$ cat config.mk
export PLATFORM = sky130hd
export DESIGN_NAME = arcball_rotation_tracker
export DESIGN_NICKNAME = d
export VERILOG_FILES = /design/src/hdl/art_pkg.sv /design/src/hdl/art_front.sv /design/src/hdl/art_isqrt.sv /design/src/hdl/art_back.sv /design/src/hdl/arcball_rotation_tracker.sv
export SDC_FILE = /design/constraint.sdc
export NUM_CORES = 2
export LEC_CHECK = 0
export BUFFER_PORTS_ARGS = -buffer_cell sky130_fd_sc_hd__buf_2
export CAP_MARGIN = 20
export CORE_AREA = 10 10 455 457
export CTS_BUF_LIST = sky130_fd_sc_hd__clkbuf_4
export CTS_CLUSTER_SIZE = 14
export DETAILED_ROUTE_END_ITERATION = 7
export DIE_AREA = 0 0 465 467
export PLACE_DENSITY_LB_ADDON = 0.3
export SLEW_MARGIN = 20
export SYNTH_ARGS = -nofsm -noshare
export SYNTH_HDL_FRONTEND = slang
export SYNTH_SLANG_ARGS = --single-unit
$ cat constraint.sdc
create_clock -name clk -period 12 [get_ports clk]
set_input_delay 1.2 -clock clk [delete_from_list [all_inputs] [get_ports clk]]
set_output_delay 1.2 -clock clk [all_outputs]
set_load 0.005 [all_outputs]
$ cat src/hdl/art_pkg.sv
// Shared types, constants and the multiply-accumulate program of the arcball tracker.
// Used by art_front, art_isqrt, art_back and arcball_rotation_tracker.
`default_nettype none
package art_pkg;

  localparam int FRAC_BITS  = 14;
  localparam int COORD_BITS = 14;
  localparam int CFG_BITS   = COORD_BITS - 1;
  localparam int Q_BITS     = FRAC_BITS + 2;
  localparam int EXTRA_BITS = 15;
  localparam int ROOT_STEPS = 30;
  localparam int MAC_TERMS  = 25;

  localparam logic [1:0] OP_BEGIN = 2'd0;
  localparam logic [1:0] OP_DRAG  = 2'd1;
  localparam logic [1:0] OP_LOAD  = 2'd2;
  localparam logic [1:0] OP_NONE  = 2'd3;

  localparam logic [1:0] REG_CENTER_X = 2'd0;
  localparam logic [1:0] REG_CENTER_Y = 2'd1;
  localparam logic [1:0] REG_RADIUS   = 2'd2;

  localparam logic [15:0] Q_ONE = 16'd16384;

  localparam logic [3:0] OPD_S0 = 4'd0;
  localparam logic [3:0] OPD_S1 = 4'd1;
  localparam logic [3:0] OPD_S2 = 4'd2;
  localparam logic [3:0] OPD_C0 = 4'd3;
  localparam logic [3:0] OPD_C1 = 4'd4;
  localparam logic [3:0] OPD_C2 = 4'd5;
  localparam logic [3:0] OPD_Q0 = 4'd6;
  localparam logic [3:0] OPD_Q1 = 4'd7;
  localparam logic [3:0] OPD_Q2 = 4'd8;
  localparam logic [3:0] OPD_Q3 = 4'd9;
  localparam logic [3:0] OPD_B0 = 4'd10;
  localparam logic [3:0] OPD_B1 = 4'd11;
  localparam logic [3:0] OPD_B2 = 4'd12;
  localparam logic [3:0] OPD_B3 = 4'd13;

  typedef enum logic [1:0] {CMD_BEGIN, CMD_DRAG, CMD_LOAD, CMD_NOP} cmd_e;

  typedef struct packed {
    cmd_e               cmd;
    logic signed [13:0] px;
    logic signed [13:0] py;
    logic signed [15:0] lw;
    logic signed [15:0] lx;
    logic signed [15:0] ly;
    logic signed [15:0] lz;
  } item_t;

  typedef struct packed {
    logic [12:0] cx;
    logic [12:0] cy;
    logic [12:0] rad;
  } cfg_t;

  typedef enum logic [4:0] {
    ST_IDLE, ST_MAP0, ST_SQX, ST_SQY, ST_SQR, ST_CMP, ST_LEN, ST_DIVS, ST_DIV,
    ST_DIVE, ST_MZX, ST_MZY, ST_MZS, ST_ZSQ, ST_PTS, ST_MUL, ST_ACC, ST_DONE
  } state_e;

  typedef struct packed {
    logic [3:0] a;
    logic [3:0] b;
    logic       neg;
    logic       first;
    logic       last;
    logic [2:0] dest;
  } mac_t;

  function automatic mac_t mk(input logic [3:0] a, input logic [3:0] b, input logic neg,
                              input logic first, input logic last, input logic [2:0] dest);
    mac_t m;
    m.a = a; m.b = b; m.neg = neg; m.first = first; m.last = last; m.dest = dest;
    return m;
  endfunction

  // dot, cross, then Hamilton product q * base
  function automatic mac_t mac_entry(input logic [4:0] t);
    mac_t m;
    case (t)
      5'd0:  m = mk(OPD_S0, OPD_C0, 1'b0, 1'b1, 1'b0, 3'd0);
      5'd1:  m = mk(OPD_S1, OPD_C1, 1'b0, 1'b0, 1'b0, 3'd0);
      5'd2:  m = mk(OPD_S2, OPD_C2, 1'b0, 1'b0, 1'b1, 3'd0);
      5'd3:  m = mk(OPD_S1, OPD_C2, 1'b0, 1'b1, 1'b0, 3'd1);
      5'd4:  m = mk(OPD_S2, OPD_C1, 1'b1, 1'b0, 1'b1, 3'd1);
      5'd5:  m = mk(OPD_S2, OPD_C0, 1'b0, 1'b1, 1'b0, 3'd2);
      5'd6:  m = mk(OPD_S0, OPD_C2, 1'b1, 1'b0, 1'b1, 3'd2);
      5'd7:  m = mk(OPD_S0, OPD_C1, 1'b0, 1'b1, 1'b0, 3'd3);
      5'd8:  m = mk(OPD_S1, OPD_C0, 1'b1, 1'b0, 1'b1, 3'd3);
      5'd9:  m = mk(OPD_Q0, OPD_B0, 1'b0, 1'b1, 1'b0, 3'd4);
      5'd10: m = mk(OPD_Q1, OPD_B1, 1'b1, 1'b0, 1'b0, 3'd4);
      5'd11: m = mk(OPD_Q2, OPD_B2, 1'b1, 1'b0, 1'b0, 3'd4);
      5'd12: m = mk(OPD_Q3, OPD_B3, 1'b1, 1'b0, 1'b1, 3'd4);
      5'd13: m = mk(OPD_Q0, OPD_B1, 1'b0, 1'b1, 1'b0, 3'd5);
      5'd14: m = mk(OPD_Q1, OPD_B0, 1'b0, 1'b0, 1'b0, 3'd5);
      5'd15: m = mk(OPD_Q2, OPD_B3, 1'b0, 1'b0, 1'b0, 3'd5);
      5'd16: m = mk(OPD_Q3, OPD_B2, 1'b1, 1'b0, 1'b1, 3'd5);
      5'd17: m = mk(OPD_Q0, OPD_B2, 1'b0, 1'b1, 1'b0, 3'd6);
      5'd18: m = mk(OPD_Q1, OPD_B3, 1'b1, 1'b0, 1'b0, 3'd6);
      5'd19: m = mk(OPD_Q2, OPD_B0, 1'b0, 1'b0, 1'b0, 3'd6);
      5'd20: m = mk(OPD_Q3, OPD_B1, 1'b0, 1'b0, 1'b1, 3'd6);
      5'd21: m = mk(OPD_Q0, OPD_B3, 1'b0, 1'b1, 1'b0, 3'd7);
      5'd22: m = mk(OPD_Q1, OPD_B2, 1'b0, 1'b0, 1'b0, 3'd7);
      5'd23: m = mk(OPD_Q2, OPD_B1, 1'b1, 1'b0, 1'b0, 3'd7);
      5'd24: m = mk(OPD_Q3, OPD_B0, 1'b0, 1'b0, 1'b1, 3'd7);
      default: m = mk(OPD_S0, OPD_S0, 1'b0, 1'b1, 1'b1, 3'd0);
    endcase
    return m;
  endfunction

  function automatic logic signed [15:0] sat16(input logic signed [19:0] v);
    logic signed [15:0] r;
    if (v > 20'sd32767) r = 16'sh7fff;
    else if (v < -20'sd32768) r = 16'sh8000;
    else r = v[15:0];
    return r;
  endfunction

endpackage
`default_nettype wire

$ cat src/hdl/art_front.sv
// Front end: accepts input words, decodes the opcode and queues up to two entries.
// Depends on art_pkg.
`default_nettype none
module art_front (
  input  wire logic                clk,
  input  wire logic                rst_n,
  input  wire logic                in_valid,
  output logic                     in_ready,
  input  wire logic [1:0]          in_opcode,
  input  wire logic signed [13:0]  in_point_x,
  input  wire logic signed [13:0]  in_point_y,
  input  wire logic signed [15:0]  in_load_w,
  input  wire logic signed [15:0]  in_load_x,
  input  wire logic signed [15:0]  in_load_y,
  input  wire logic signed [15:0]  in_load_z,
  output logic                     q_valid,
  input  wire logic                q_pop,
  output art_pkg::item_t           q_item
);

  art_pkg::item_t ent_r [2];
  logic           wp_r, wp_nxt, rp_r, rp_nxt;
  logic [1:0]     cnt_r, cnt_nxt;
  art_pkg::item_t it;
  logic           push, pop;

  assign in_ready = (cnt_r != 2'd2);
  assign q_valid  = (cnt_r != 2'd0);
  assign q_item   = ent_r[rp_r];
  assign push     = in_valid && in_ready;
  assign pop      = q_pop && q_valid;

  always_comb begin
    case (in_opcode)
      art_pkg::OP_BEGIN: it.cmd = art_pkg::CMD_BEGIN;
      art_pkg::OP_DRAG:  it.cmd = art_pkg::CMD_DRAG;
      art_pkg::OP_LOAD:  it.cmd = art_pkg::CMD_LOAD;
      default:           it.cmd = art_pkg::CMD_NOP;
    endcase
    it.px = in_point_x;
    it.py = in_point_y;
    it.lw = in_load_w;
    it.lx = in_load_x;
    it.ly = in_load_y;
    it.lz = in_load_z;
  end

  always_comb begin
    wp_nxt  = push ? ~wp_r : wp_r;
    rp_nxt  = pop ? ~rp_r : rp_r;
    cnt_nxt = cnt_r + {1'b0, push} - {1'b0, pop};
  end

  always_ff @(posedge clk) begin
    if (!rst_n) begin
      wp_r  <= 1'b0;
      rp_r  <= 1'b0;
      cnt_r <= 2'd0;
    end else begin
      wp_r  <= wp_nxt;
      rp_r  <= rp_nxt;
      cnt_r <= cnt_nxt;
    end
  end

  always_ff @(posedge clk) begin
    if (push) begin
      ent_r[wp_r] <= it;
    end
  end

endmodule
`default_nettype wire

$ cat src/hdl/art_isqrt.sv
// Integer square root, one result bit per cycle, floor result.
// Depends on art_pkg.
`default_nettype none
module art_isqrt (
  input  wire logic        clk,
  input  wire logic        rst_n,
  input  wire logic        start,
  input  wire logic [59:0] val,
  output logic             done,
  output logic [29:0]      root
);

  logic [59:0] v_r, v_nxt, r_r, r_nxt, bit_r, bit_nxt, t;
  logic [4:0]  cnt_r, cnt_nxt;
  logic        run_r, run_nxt, done_r, done_nxt;

  assign done = done_r;
  assign root = r_r[29:0];
  assign t    = r_r + bit_r;

  always_comb begin
    v_nxt    = v_r;
    r_nxt    = r_r;
    bit_nxt  = bit_r;
    cnt_nxt  = cnt_r;
    run_nxt  = run_r;
    done_nxt = 1'b0;
    if (start) begin
      v_nxt   = val;
      r_nxt   = '0;
      bit_nxt = 60'd1 << 58;
      cnt_nxt = 5'(art_pkg::ROOT_STEPS - 1);
      run_nxt = 1'b1;
    end else if (run_r) begin
      if (v_r >= t) begin
        v_nxt = v_r - t;
        r_nxt = (r_r >> 1) + bit_r;
      end else begin
        r_nxt = r_r >> 1;
      end
      bit_nxt = bit_r >> 2;
      cnt_nxt = cnt_r - 5'd1;
      if (cnt_r == 5'd0) begin
        run_nxt  = 1'b0;
        done_nxt = 1'b1;
      end
    end
  end

  always_ff @(posedge clk) begin
    if (!rst_n) begin
      run_r  <= 1'b0;
      done_r <= 1'b0;
    end else begin
      run_r  <= run_nxt;
      done_r <= done_nxt;
    end
  end

  always_ff @(posedge clk) begin
    v_r   <= v_nxt;
    r_r   <= r_nxt;
    bit_r <= bit_nxt;
    cnt_r <= cnt_nxt;
  end

endmodule
`default_nettype wire

$ cat src/hdl/art_back.sv
// Back end: sphere mapping, serial divide and root, shared multiplier for the
// quaternion updates, and the result word register. Depends on art_pkg, art_isqrt.
`default_nettype none
module art_back (
  input  wire logic               clk,
  input  wire logic               rst_n,
  input  wire art_pkg::cfg_t      cfg,
  input  wire logic               q_valid,
  output logic                    q_pop,
  input  wire art_pkg::item_t     q_item,
  output logic                    out_valid,
  input  wire logic               out_ready,
  output logic signed [15:0]      out_rot_w,
  output logic signed [15:0]      out_rot_x,
  output logic signed [15:0]      out_rot_y,
  output logic signed [15:0]      out_rot_z
);

  art_pkg::state_e    st_r, st_nxt;
  art_pkg::item_t     item_r;
  art_pkg::mac_t      mac;
  logic               ovalid_r;
  logic [13:0]        ux_r, uy_r;
  logic               negx_r, negy_r, outside_r, dsel_r;
  logic [12:0]        rad_r;
  logic signed [31:0] prod_r;
  logic [29:0]        sum_r, sq;
  logic [29:0]        len_r;
  logic [46:0]        num_r, dsh_r;
  logic [15:0]        quo_r;
  logic [3:0]         cnt_r;
  logic [14:0]        mx_r, my_r, mz_r, mag;
  logic signed [15:0] s_r [3];
  logic signed [15:0] c_r [3];
  logic signed [15:0] qv_r [4];
  logic signed [15:0] base_r [4];
  logic signed [15:0] cur_r [4];
  logic [4:0]         t_r;
  logic signed [19:0] acc_r, acc_nxt;
  logic signed [17:0] term;
  logic signed [15:0] mul_a, mul_b, opa, opb;
  logic               ge, sq_start, sq_done;
  logic [59:0]        sq_val;
  logic [29:0]        sq_root;
  logic signed [14:0] dx, dy;
  logic [13:0]        u;

  art_isqrt u_isqrt (
    .clk   (clk),
    .rst_n (rst_n),
    .start (sq_start),
    .val   (sq_val),
    .done  (sq_done),
    .root  (sq_root)
  );

  function automatic logic signed [15:0] opnd(input logic [3:0] idx,
      input logic signed [15:0] s0, input logic signed [15:0] s1,
      input logic signed [15:0] s2, input logic signed [15:0] c0,
      input logic signed [15:0] c1, input logic signed [15:0] c2,
      input logic signed [15:0] q0, input logic signed [15:0] q1,
      input logic signed [15:0] q2, input logic signed [15:0] q3,
      input logic signed [15:0] b0, input logic signed [15:0] b1,
      input logic signed [15:0] b2, input logic signed [15:0] b3);
    logic signed [15:0] r;
    case (idx)
      art_pkg::OPD_S0: r = s0;
      art_pkg::OPD_S1: r = s1;
      art_pkg::OPD_S2: r = s2;
      art_pkg::OPD_C0: r = c0;
      art_pkg::OPD_C1: r = c1;
      art_pkg::OPD_C2: r = c2;
      art_pkg::OPD_Q0: r = q0;
      art_pkg::OPD_Q1: r = q1;
      art_pkg::OPD_Q2: r = q2;
      art_pkg::OPD_Q3: r = q3;
      art_pkg::OPD_B0: r = b0;
      art_pkg::OPD_B1: r = b1;
      art_pkg::OPD_B2: r = b2;
      art_pkg::OPD_B3: r = b3;
      default:         r = '0;
    endcase
    return r;
  endfunction

  assign out_valid = ovalid_r;
  assign out_rot_w = cur_r[0];
  assign out_rot_x = cur_r[1];
  assign out_rot_y = cur_r[2];
  assign out_rot_z = cur_r[3];

  assign mac = art_pkg::mac_entry(t_r);
  assign opa = opnd(mac.a, s_r[0], s_r[1], s_r[2], c_r[0], c_r[1], c_r[2],
                    qv_r[0], qv_r[1], qv_r[2], qv_r[3],
                    base_r[0], base_r[1], base_r[2], base_r[3]);
  assign opb = opnd(mac.b, s_r[0], s_r[1], s_r[2], c_r[0], c_r[1], c_r[2],
                    qv_r[0], qv_r[1], qv_r[2], qv_r[3],
                    base_r[0], base_r[1], base_r[2], base_r[3]);

  assign dx   = $signed({item_r.px[13], item_r.px}) - $signed({2'b00, cfg.cx});
  assign dy   = $signed({item_r.py[13], item_r.py}) - $signed({2'b00, cfg.cy});
  assign u    = dsel_r ? uy_r : ux_r;
  assign ge   = (num_r >= dsh_r);
  assign sq   = sum_r + {1'b0, prod_r[28:0]};
  assign mag  = (quo_r > art_pkg::Q_ONE) ? art_pkg::Q_ONE[14:0] : quo_r[14:0];
  assign term = 18'(($signed(prod_r) + 32'sd8192) >>> art_pkg::FRAC_BITS);

  always_comb begin
    if (mac.first) acc_nxt = '0;
    else acc_nxt = acc_r;
    if (mac.neg) acc_nxt = acc_nxt - 20'(term);
    else acc_nxt = acc_nxt + 20'(term);
  end

  // next state
  always_comb begin
    st_nxt = st_r;
    case (st_r)
      art_pkg::ST_IDLE: begin
        if (q_valid && !ovalid_r) begin
          case (q_item.cmd)
            art_pkg::CMD_BEGIN, art_pkg::CMD_DRAG: st_nxt = art_pkg::ST_MAP0;
            default:                               st_nxt = art_pkg::ST_DONE;
          endcase
        end
      end
      art_pkg::ST_MAP0: st_nxt = art_pkg::ST_SQX;
      art_pkg::ST_SQX:  st_nxt = art_pkg::ST_SQY;
      art_pkg::ST_SQY:  st_nxt = art_pkg::ST_SQR;
      art_pkg::ST_SQR:  st_nxt = art_pkg::ST_CMP;
      art_pkg::ST_CMP: begin
        if (sum_r > {4'b0, prod_r[25:0]}) st_nxt = art_pkg::ST_LEN;
        else st_nxt = art_pkg::ST_DIVS;
      end
      art_pkg::ST_LEN:  if (sq_done) st_nxt = art_pkg::ST_DIVS;
      art_pkg::ST_DIVS: st_nxt = art_pkg::ST_DIV;
      art_pkg::ST_DIV:  if (cnt_r == 4'd0) st_nxt = art_pkg::ST_DIVE;
      art_pkg::ST_DIVE: begin
        if (!dsel_r) st_nxt = art_pkg::ST_DIVS;
        else if (outside_r) st_nxt = art_pkg::ST_PTS;
        else st_nxt = art_pkg::ST_MZX;
      end
      art_pkg::ST_MZX:  st_nxt = art_pkg::ST_MZY;
      art_pkg::ST_MZY:  st_nxt = art_pkg::ST_MZS;
      art_pkg::ST_MZS: begin
        if (sq >= 30'd268435456) st_nxt = art_pkg::ST_PTS;
        else st_nxt = art_pkg::ST_ZSQ;
      end
      art_pkg::ST_ZSQ:  if (sq_done) st_nxt = art_pkg::ST_PTS;
      art_pkg::ST_PTS: begin
        if (item_r.cmd == art_pkg::CMD_DRAG) st_nxt = art_pkg::ST_MUL;
        else st_nxt = art_pkg::ST_DONE;
      end
      art_pkg::ST_MUL:  st_nxt = art_pkg::ST_ACC;
      art_pkg::ST_ACC: begin
        if (t_r == 5'(art_pkg::MAC_TERMS - 1)) st_nxt = art_pkg::ST_DONE;
        else st_nxt = art_pkg::ST_MUL;
      end
      art_pkg::ST_DONE: st_nxt = art_pkg::ST_IDLE;
      default:          st_nxt = art_pkg::ST_IDLE;
    endcase
  end

  // outputs
  always_comb begin
    q_pop    = 1'b0;
    mul_a    = '0;
    mul_b    = '0;
    sq_start = 1'b0;
    sq_val   = {sum_r, 30'b0};
    case (st_r)
      art_pkg::ST_IDLE: q_pop = q_valid && !ovalid_r;
      art_pkg::ST_SQX: begin
        mul_a = $signed({2'b00, ux_r});
        mul_b = $signed({2'b00, ux_r});
      end
      art_pkg::ST_SQY: begin
        mul_a = $signed({2'b00, uy_r});
        mul_b = $signed({2'b00, uy_r});
      end
      art_pkg::ST_SQR: begin
        mul_a = $signed({3'b000, rad_r});
        mul_b = $signed({3'b000, rad_r});
      end
      art_pkg::ST_CMP: sq_start = (sum_r > {4'b0, prod_r[25:0]});
      art_pkg::ST_MZX: begin
        mul_a = $signed({1'b0, mx_r});
        mul_b = $signed({1'b0, mx_r});
      end
      art_pkg::ST_MZY: begin
        mul_a = $signed({1'b0, my_r});
        mul_b = $signed({1'b0, my_r});
      end
      art_pkg::ST_MZS: begin
        sq_start = (sq < 30'd268435456);
        sq_val   = {30'b0, 30'd268435456 - sq};
      end
      art_pkg::ST_MUL: begin
        mul_a = opa;
        mul_b = opb;
      end
      default: ;
    endcase
  end

  always_ff @(posedge clk) begin
    if (!rst_n) begin
      st_r     <= art_pkg::ST_IDLE;
      ovalid_r <= 1'b0;
      for (int i = 0; i < 4; i++) begin
        cur_r[i]  <= (i == 0) ? $signed(art_pkg::Q_ONE) : 16'sd0;
        base_r[i] <= (i == 0) ? $signed(art_pkg::Q_ONE) : 16'sd0;
      end
      for (int i = 0; i < 3; i++) begin
        s_r[i] <= '0;
      end
    end else begin
      st_r <= st_nxt;
      if (st_r == art_pkg::ST_DONE) ovalid_r <= 1'b1;
      else if (out_ready) ovalid_r <= 1'b0;
      case (st_r)
        art_pkg::ST_IDLE: begin
          if (q_pop) begin
            case (q_item.cmd)
              art_pkg::CMD_BEGIN: begin
                for (int i = 0; i < 4; i++) base_r[i] <= cur_r[i];
              end
              art_pkg::CMD_LOAD: begin
                cur_r[0] <= q_item.lw;
                cur_r[1] <= q_item.lx;
                cur_r[2] <= q_item.ly;
                cur_r[3] <= q_item.lz;
              end
              default: ;
            endcase
          end
        end
        art_pkg::ST_PTS: begin
          if (item_r.cmd == art_pkg::CMD_BEGIN) begin
            s_r[0] <= negx_r ? -$signed({1'b0, mx_r}) : $signed({1'b0, mx_r});
            s_r[1] <= negy_r ? -$signed({1'b0, my_r}) : $signed({1'b0, my_r});
            s_r[2] <= $signed({1'b0, mz_r});
          end
        end
        art_pkg::ST_ACC: begin
          if (mac.last && mac.dest[2]) cur_r[mac.dest[1:0]] <= art_pkg::sat16(acc_nxt);
        end
        default: ;
      endcase
    end
  end

  always_ff @(posedge clk) begin
    prod_r <= mul_a * mul_b;
    case (st_r)
      art_pkg::ST_IDLE: if (q_pop) item_r <= q_item;
      art_pkg::ST_MAP0: begin
        ux_r   <= dx[14] ? 14'(-dx) : dx[13:0];
        uy_r   <= dy[14] ? 14'(-dy) : dy[13:0];
        negx_r <= dx[14];
        negy_r <= dy[14];
        rad_r  <= (cfg.rad == 13'd0) ? 13'd1 : cfg.rad;
        dsel_r <= 1'b0;
      end
      art_pkg::ST_SQY: sum_r <= {1'b0, prod_r[28:0]};
      art_pkg::ST_SQR: sum_r <= sum_r + {1'b0, prod_r[28:0]};
      art_pkg::ST_CMP: begin
        outside_r <= (sum_r > {4'b0, prod_r[25:0]});
        mz_r      <= '0;
      end
      art_pkg::ST_LEN: if (sq_done) len_r <= sq_root;
      art_pkg::ST_DIVS: begin
        if (outside_r) begin
          num_r <= {3'b0, u, 30'b0} + {17'b0, len_r};
          dsh_r <= {1'b0, len_r, 16'b0};
        end else begin
          num_r <= {18'b0, u, 15'b0} + {34'b0, rad_r};
          dsh_r <= {18'b0, rad_r, 16'b0};
        end
        quo_r <= '0;
        cnt_r <= 4'd15;
      end
      art_pkg::ST_DIV: begin
        quo_r <= {quo_r[14:0], ge};
        if (ge) num_r <= num_r - dsh_r;
        dsh_r <= dsh_r >> 1;
        cnt_r <= cnt_r - 4'd1;
      end
      art_pkg::ST_DIVE: begin
        if (dsel_r) my_r <= mag;
        else mx_r <= mag;
        dsel_r <= 1'b1;
      end
      art_pkg::ST_MZY: sum_r <= {1'b0, prod_r[28:0]};
      art_pkg::ST_ZSQ: if (sq_done) mz_r <= sq_root[14:0];
      art_pkg::ST_PTS: begin
        c_r[0] <= negx_r ? -$signed({1'b0, mx_r}) : $signed({1'b0, mx_r});
        c_r[1] <= negy_r ? -$signed({1'b0, my_r}) : $signed({1'b0, my_r});
        c_r[2] <= $signed({1'b0, mz_r});
        t_r    <= '0;
      end
      art_pkg::ST_ACC: begin
        acc_r <= acc_nxt;
        t_r   <= t_r + 5'd1;
        if (mac.last && !mac.dest[2]) qv_r[mac.dest[1:0]] <= art_pkg::sat16(acc_nxt);
      end
      default: ;
    endcase
  end

endmodule
`default_nettype wire

$ cat src/hdl/arcball_rotation_tracker.sv
// Arcball rotation tracker top level: config registers, front queue, back engine.
// Depends on art_pkg, art_front, art_back.
// Load or unused opcode go straight to the result word. Begin and drag map the point onto
// the sphere by two serial divides and, where needed, a serial root; drag then runs 25
// multiply-accumulate steps on one shared multiplier. The back end starts a new word
// only after the last result is taken; a two-word queue takes input meanwhile.
// Synchronous active-low reset: identity rotation, zero start point, radius 256.
`default_nettype none
module arcball_rotation_tracker (
  input  wire logic               clk,
  input  wire logic               rst_n,
  input  wire logic               cfg_we,
  input  wire logic [1:0]         cfg_index,
  input  wire logic [12:0]        cfg_wdata,
  input  wire logic               in_valid,
  output logic                    in_ready,
  input  wire logic [1:0]         in_opcode,
  input  wire logic signed [13:0] in_point_x,
  input  wire logic signed [13:0] in_point_y,
  input  wire logic signed [15:0] in_load_w,
  input  wire logic signed [15:0] in_load_x,
  input  wire logic signed [15:0] in_load_y,
  input  wire logic signed [15:0] in_load_z,
  output logic                    out_valid,
  input  wire logic               out_ready,
  output logic signed [15:0]      out_rot_w,
  output logic signed [15:0]      out_rot_x,
  output logic signed [15:0]      out_rot_y,
  output logic signed [15:0]      out_rot_z
);

  art_pkg::cfg_t  cfg_r;
  art_pkg::item_t q_item;
  logic           q_valid, q_pop;

  always_ff @(posedge clk) begin
    if (!rst_n) begin
      cfg_r.cx  <= '0;
      cfg_r.cy  <= '0;
      cfg_r.rad <= 13'd256;
    end else if (cfg_we) begin
      case (cfg_index)
        art_pkg::REG_CENTER_X: cfg_r.cx  <= cfg_wdata;
        art_pkg::REG_CENTER_Y: cfg_r.cy  <= cfg_wdata;
        art_pkg::REG_RADIUS:   cfg_r.rad <= cfg_wdata;
        default: ;
      endcase
    end
  end

  art_front u_front (
    .clk        (clk),
    .rst_n      (rst_n),
    .in_valid   (in_valid),
    .in_ready   (in_ready),
    .in_opcode  (in_opcode),
    .in_point_x (in_point_x),
    .in_point_y (in_point_y),
    .in_load_w  (in_load_w),
    .in_load_x  (in_load_x),
    .in_load_y  (in_load_y),
    .in_load_z  (in_load_z),
    .q_valid    (q_valid),
    .q_pop      (q_pop),
    .q_item     (q_item)
  );

  art_back u_back (
    .clk       (clk),
    .rst_n     (rst_n),
    .cfg       (cfg_r),
    .q_valid   (q_valid),
    .q_pop     (q_pop),
    .q_item    (q_item),
    .out_valid (out_valid),
    .out_ready (out_ready),
    .out_rot_w (out_rot_w),
    .out_rot_x (out_rot_x),
    .out_rot_y (out_rot_y),
    .out_rot_z (out_rot_z)
  );

endmodule
`default_nettype wire

==> run_results.csv <==
group,metric,value,unit
run_status,status,"finished clean",
synthesis,synthFlopType,"edfxtp_1",
critical_path,worstPathMaxFanout,16,
clock_network,clk_transition_reported_paths,60,ps
routing,wl_met3,16.8,mm
layout,drive_above_1_share,12.5,%
timing,rsz0062_at_grt,"false",
run,drv_cap,0,
global_route,antenna_found_initial,13,
synthesis,synth_compound_area_share,15.5,%
global_route,grtUsageTotal,19.9,%
synthesis,synth_xor_area_share,5.29,%
critical_path,worst_ep_arrival_time,11160,ps
synthesis,synth_top_family_by_area,"compound AO/OA/AOI/OAI gates",
routing,num_vias,54500,
critical_path,max_stage_delay,750,ps
timing,setup_slack,1990,ps
pwr,ir_drop,0.952,mV
routing,routed-wl-met2,100,mm
synthesis,synth_cell_type_count,97,
critical_path,critPathKind,"flop to flop",
layout,fin_area,77200,sq um
floorplanning,io-pin-count,180,
clock_network,cts_tree,"yes",
routing,drc,0,
synthesis,synth_fp_nets,7495,
timing,drv_slew,0,
synthesis,synth-seq-cells,1044,
floorplanning,core_area,198000,sq um
clock_network,clock_path_buffers,4,
synthesis,synth-simple-area-share,14.4,%
clock_network,post_cts_resized,0,
hold_path,hp-class,"primary input to flop",
critical_path,cp-start-kind,"flop",
timing,clock.fmax,99.9,MHz
floorplanning,start_util,34.6,%
timing,worstMarginPinSlew,1110,ps
global_route,grt_pass1_vias,53300,
placed_design,pre_cts_ws,1910,ps
clock_network,cts_buffers,310,
global_route,grt_max_degree,99,
global_route,gr-total-overflow,0,
synthesis,yosysSeqAreaShare,42.8,%
timing,fin_crit_sh,83.4,%
critical_path,crit_required,13150,ps
pwr,powerDensity,266,nW/um^2
timing,finClkSkew,164,ps
clock_network,clock-root-buffer,"clkbuf_4",
routing,drtIter0Drc,5992,
routing,m1WireLength,98.3,mm
floorplanning,die_w,465,um
placed_design,placement.io_buffers,179,
critical_path,slowest_stage,"o21ai_2",
timing,relSlewSlack,25.9,%
clock_network,clock_latency,1370,ps
routing,dr.pass1.iters,7,
synthesis,netlist_instances,6744,
layout,fill_cells,19700,
routing,wl_per_cell,22.6,um
critical_path,cp-end-kind,"flop",
clock_network,cts_sinks,1044,
synthesis,async_reset_ff_share,0,%
floorplanning,row_count,164,
clock_network,post_cts_buffers,0,
synthesis,yosys_warnings,0,
placed_design,dp_hpwl,167,mm
timing,min_period,10010,ps
timing,setup_viol,0,
placed_design,gp_congestion,0.952,
synthesis,synthMuxAreaShare,2.66,%
critical_path,cpMostUsedCell,"fa_1",
layout,area_growth,12.4,%
routing,ant_nets,0,
routing,viasPerCell,5.47,
synthesis,synthAdderAreaFrac,14.5,%
clock_network,htreeDepth,5,
synthesis,synth.cell_area,68700,sq um
layout,nets,7844,
clock_network,holdBufCountCts,77,
routing,routed_wirelength,225,mm
floorplanning,fp.dieH,467,um
timing,finalHoldViolCount,0,
global_route,grt_pass1_wl,336,mm
routing,dr.max_layer_used,"met5",
placed_design,placed_area,72800,sq um
timing,setup_tns,0,ps
synthesis,avgSynthCellArea,10.2,sq um
pwr,leakagePower,30.5,nW
floorplanning,die_area,217000,sq um
synthesis,synth-edff-count,852,
==> flip-flops by register name, summed over array words and instances (netlist names), 30 cells and up, named ones only <==
| name | count |
|---|---|
| u_back.item_r | 30 |
| u_back.qv_r | 64 |
| u_back.len_r | 30 |
| u_back.s_r | 47 |
| u_back.u_isqrt.r_r | 60 |
| u_back.sum_r | 30 |
| u_back.u_isqrt.bit_r | 30 |
| u_back.num_r | 47 |
| cfg_r | 39 |
| u_back.cur_r | 64 |
| u_back.c_r | 47 |
| u_back.base_r | 64 |
| u_back.u_isqrt.v_r | 60 |
| u_back.dsh_r | 46 |
| u_back.prod_r | 32 |
| u_front.ent_r | 188 |
==> through the flow <==
stage	hold slack, ps	utilization, %	std cells	power, mW
floorplan	418	-	6744	12.7
global route	27.4	38.9	9963	21.7
global placement	431	36.7	9358	17.0
CTS	2.44	38.9	9951	20.5
detailed placement	439	36.7	9358	17.1
finish	133	38.9	9966	20.6
==> cell usage in the layout, fill, tap and decap left out, drive strengths merged, types with 58 or more instances in the layout <==
master	n
a211oi	71
a21o	107
a21oi	348
a22oi	203
a31oi	84
and2	227
and3	140
buf	291
clkbuf	444
clkinv	65
dfxtp	192
dlygate4sd3	77
edfxtp	852
fa	269
ha	368
inv	533
mux2i	134
nand2	498
nand2b	58
nand3	174
nand4	78
nor2	512
nor2b	65
nor3	116
o21ai	298
o22ai	75
xnor2	271
xor2	142
==> layer usage <==
| layer | track usage, % | vias to the layer above |
|---|---|---|
| met5 | 0 | - |
| met4 | 8.63 | 4 |
| met3 | 3.91 | 463 |
| met2 | 30.5 | 2218 |
| met1 | 27.3 | 26700 |
| li1 | - | 25200 |
==> power by group <==
part	internal, mW	total [mW]	switching, mW
clock network	1.68	3.27	1.59
registers	5.40	6.15	0.755
logic	3.33	11.1	7.80
==> cell families (layout without fill, tap and decap cells) <==
| family | after synthesis | after routing |
|---|---|---|
| flops | 1044 | 1044 |
| buf+inv | 857 | 1410 |
| compound gates | 1595 | 1595 |
| fa+ha+maj | 637 | 637 |
| other cells | 0 | 13 |
| mux | 177 | 177 |
| simple gates | 2021 | 2021 |
| xor+xnor | 413 | 413 |
==> critical path: cells and delay by family, from the launching register on <==
kind,cells,cell delay [ps]
compound gates,9,3480
fa+ha+maj,7,3270
simple gates,6,1790
flops,1,620
buf+inv,5,490
xor+xnor,1,170
==> area by class of cell <==
| cell class | instances | area, sq um | area share [%] |
|---|---|---|---|
| clock inverter | 72 | 279 | 0.361 |
| multi-input combinational | 4843 | 36300 | 47.0 |
| inverter | 526 | 1970 | 2.56 |
| antenna | 13 | 32.5 | 0.0421 |
| clock buffer | 444 | 3330 | 4.32 |
| timing repair buffer | 368 | 2520 | 3.26 |
| sequential | 1044 | 29400 | 38.1 |
| tap | 2656 | 3320 | 4.30 |
==> path summary, 6_finish.rpt <==
path	from	to	slack, ps	cells after the start
min	in_load_x[7]	u_front.ent_r[1][39]$_DFFE_PP_	130	1
max reg2reg	u_back.st_r[2]$_SDFFE_PN0P_	u_back.prod_r[25]$_DFF_P_	1990	28
min reg2reg	cfg_r[4]$_SDFFE_PN0P_	u_back.rad_r[4]$_SDFFCE_PN0P_	430	0
max	u_back.st_r[2]$_SDFFE_PN0P_	u_back.prod_r[25]$_DFF_P_	1990	28
==> cells in the mapped netlist, types with 174 or more instances <==
library cell | instances | area share [%]
edfxtp_1 | 852 | 37
inv_1 | 523 | 2.9
nor2_1 | 512 | 2.8
nand2_1 | 498 | 2.7
ha_1 | 368 | 6.7
a21oi_1 | 337 | 2.5
clkbuf_1 | 295 | 1.6
o21ai_0 | 290 | 2.1
fa_1 | 269 | 7.8
xnor2_1 | 269 | 3.4
and2_1 | 226 | 2.1
a22oi_1 | 202 | 2.2
dfxtp_1 | 192 | 5.6
nand3_1 | 174 | 1.3
(Power assumes the default switching activity.)
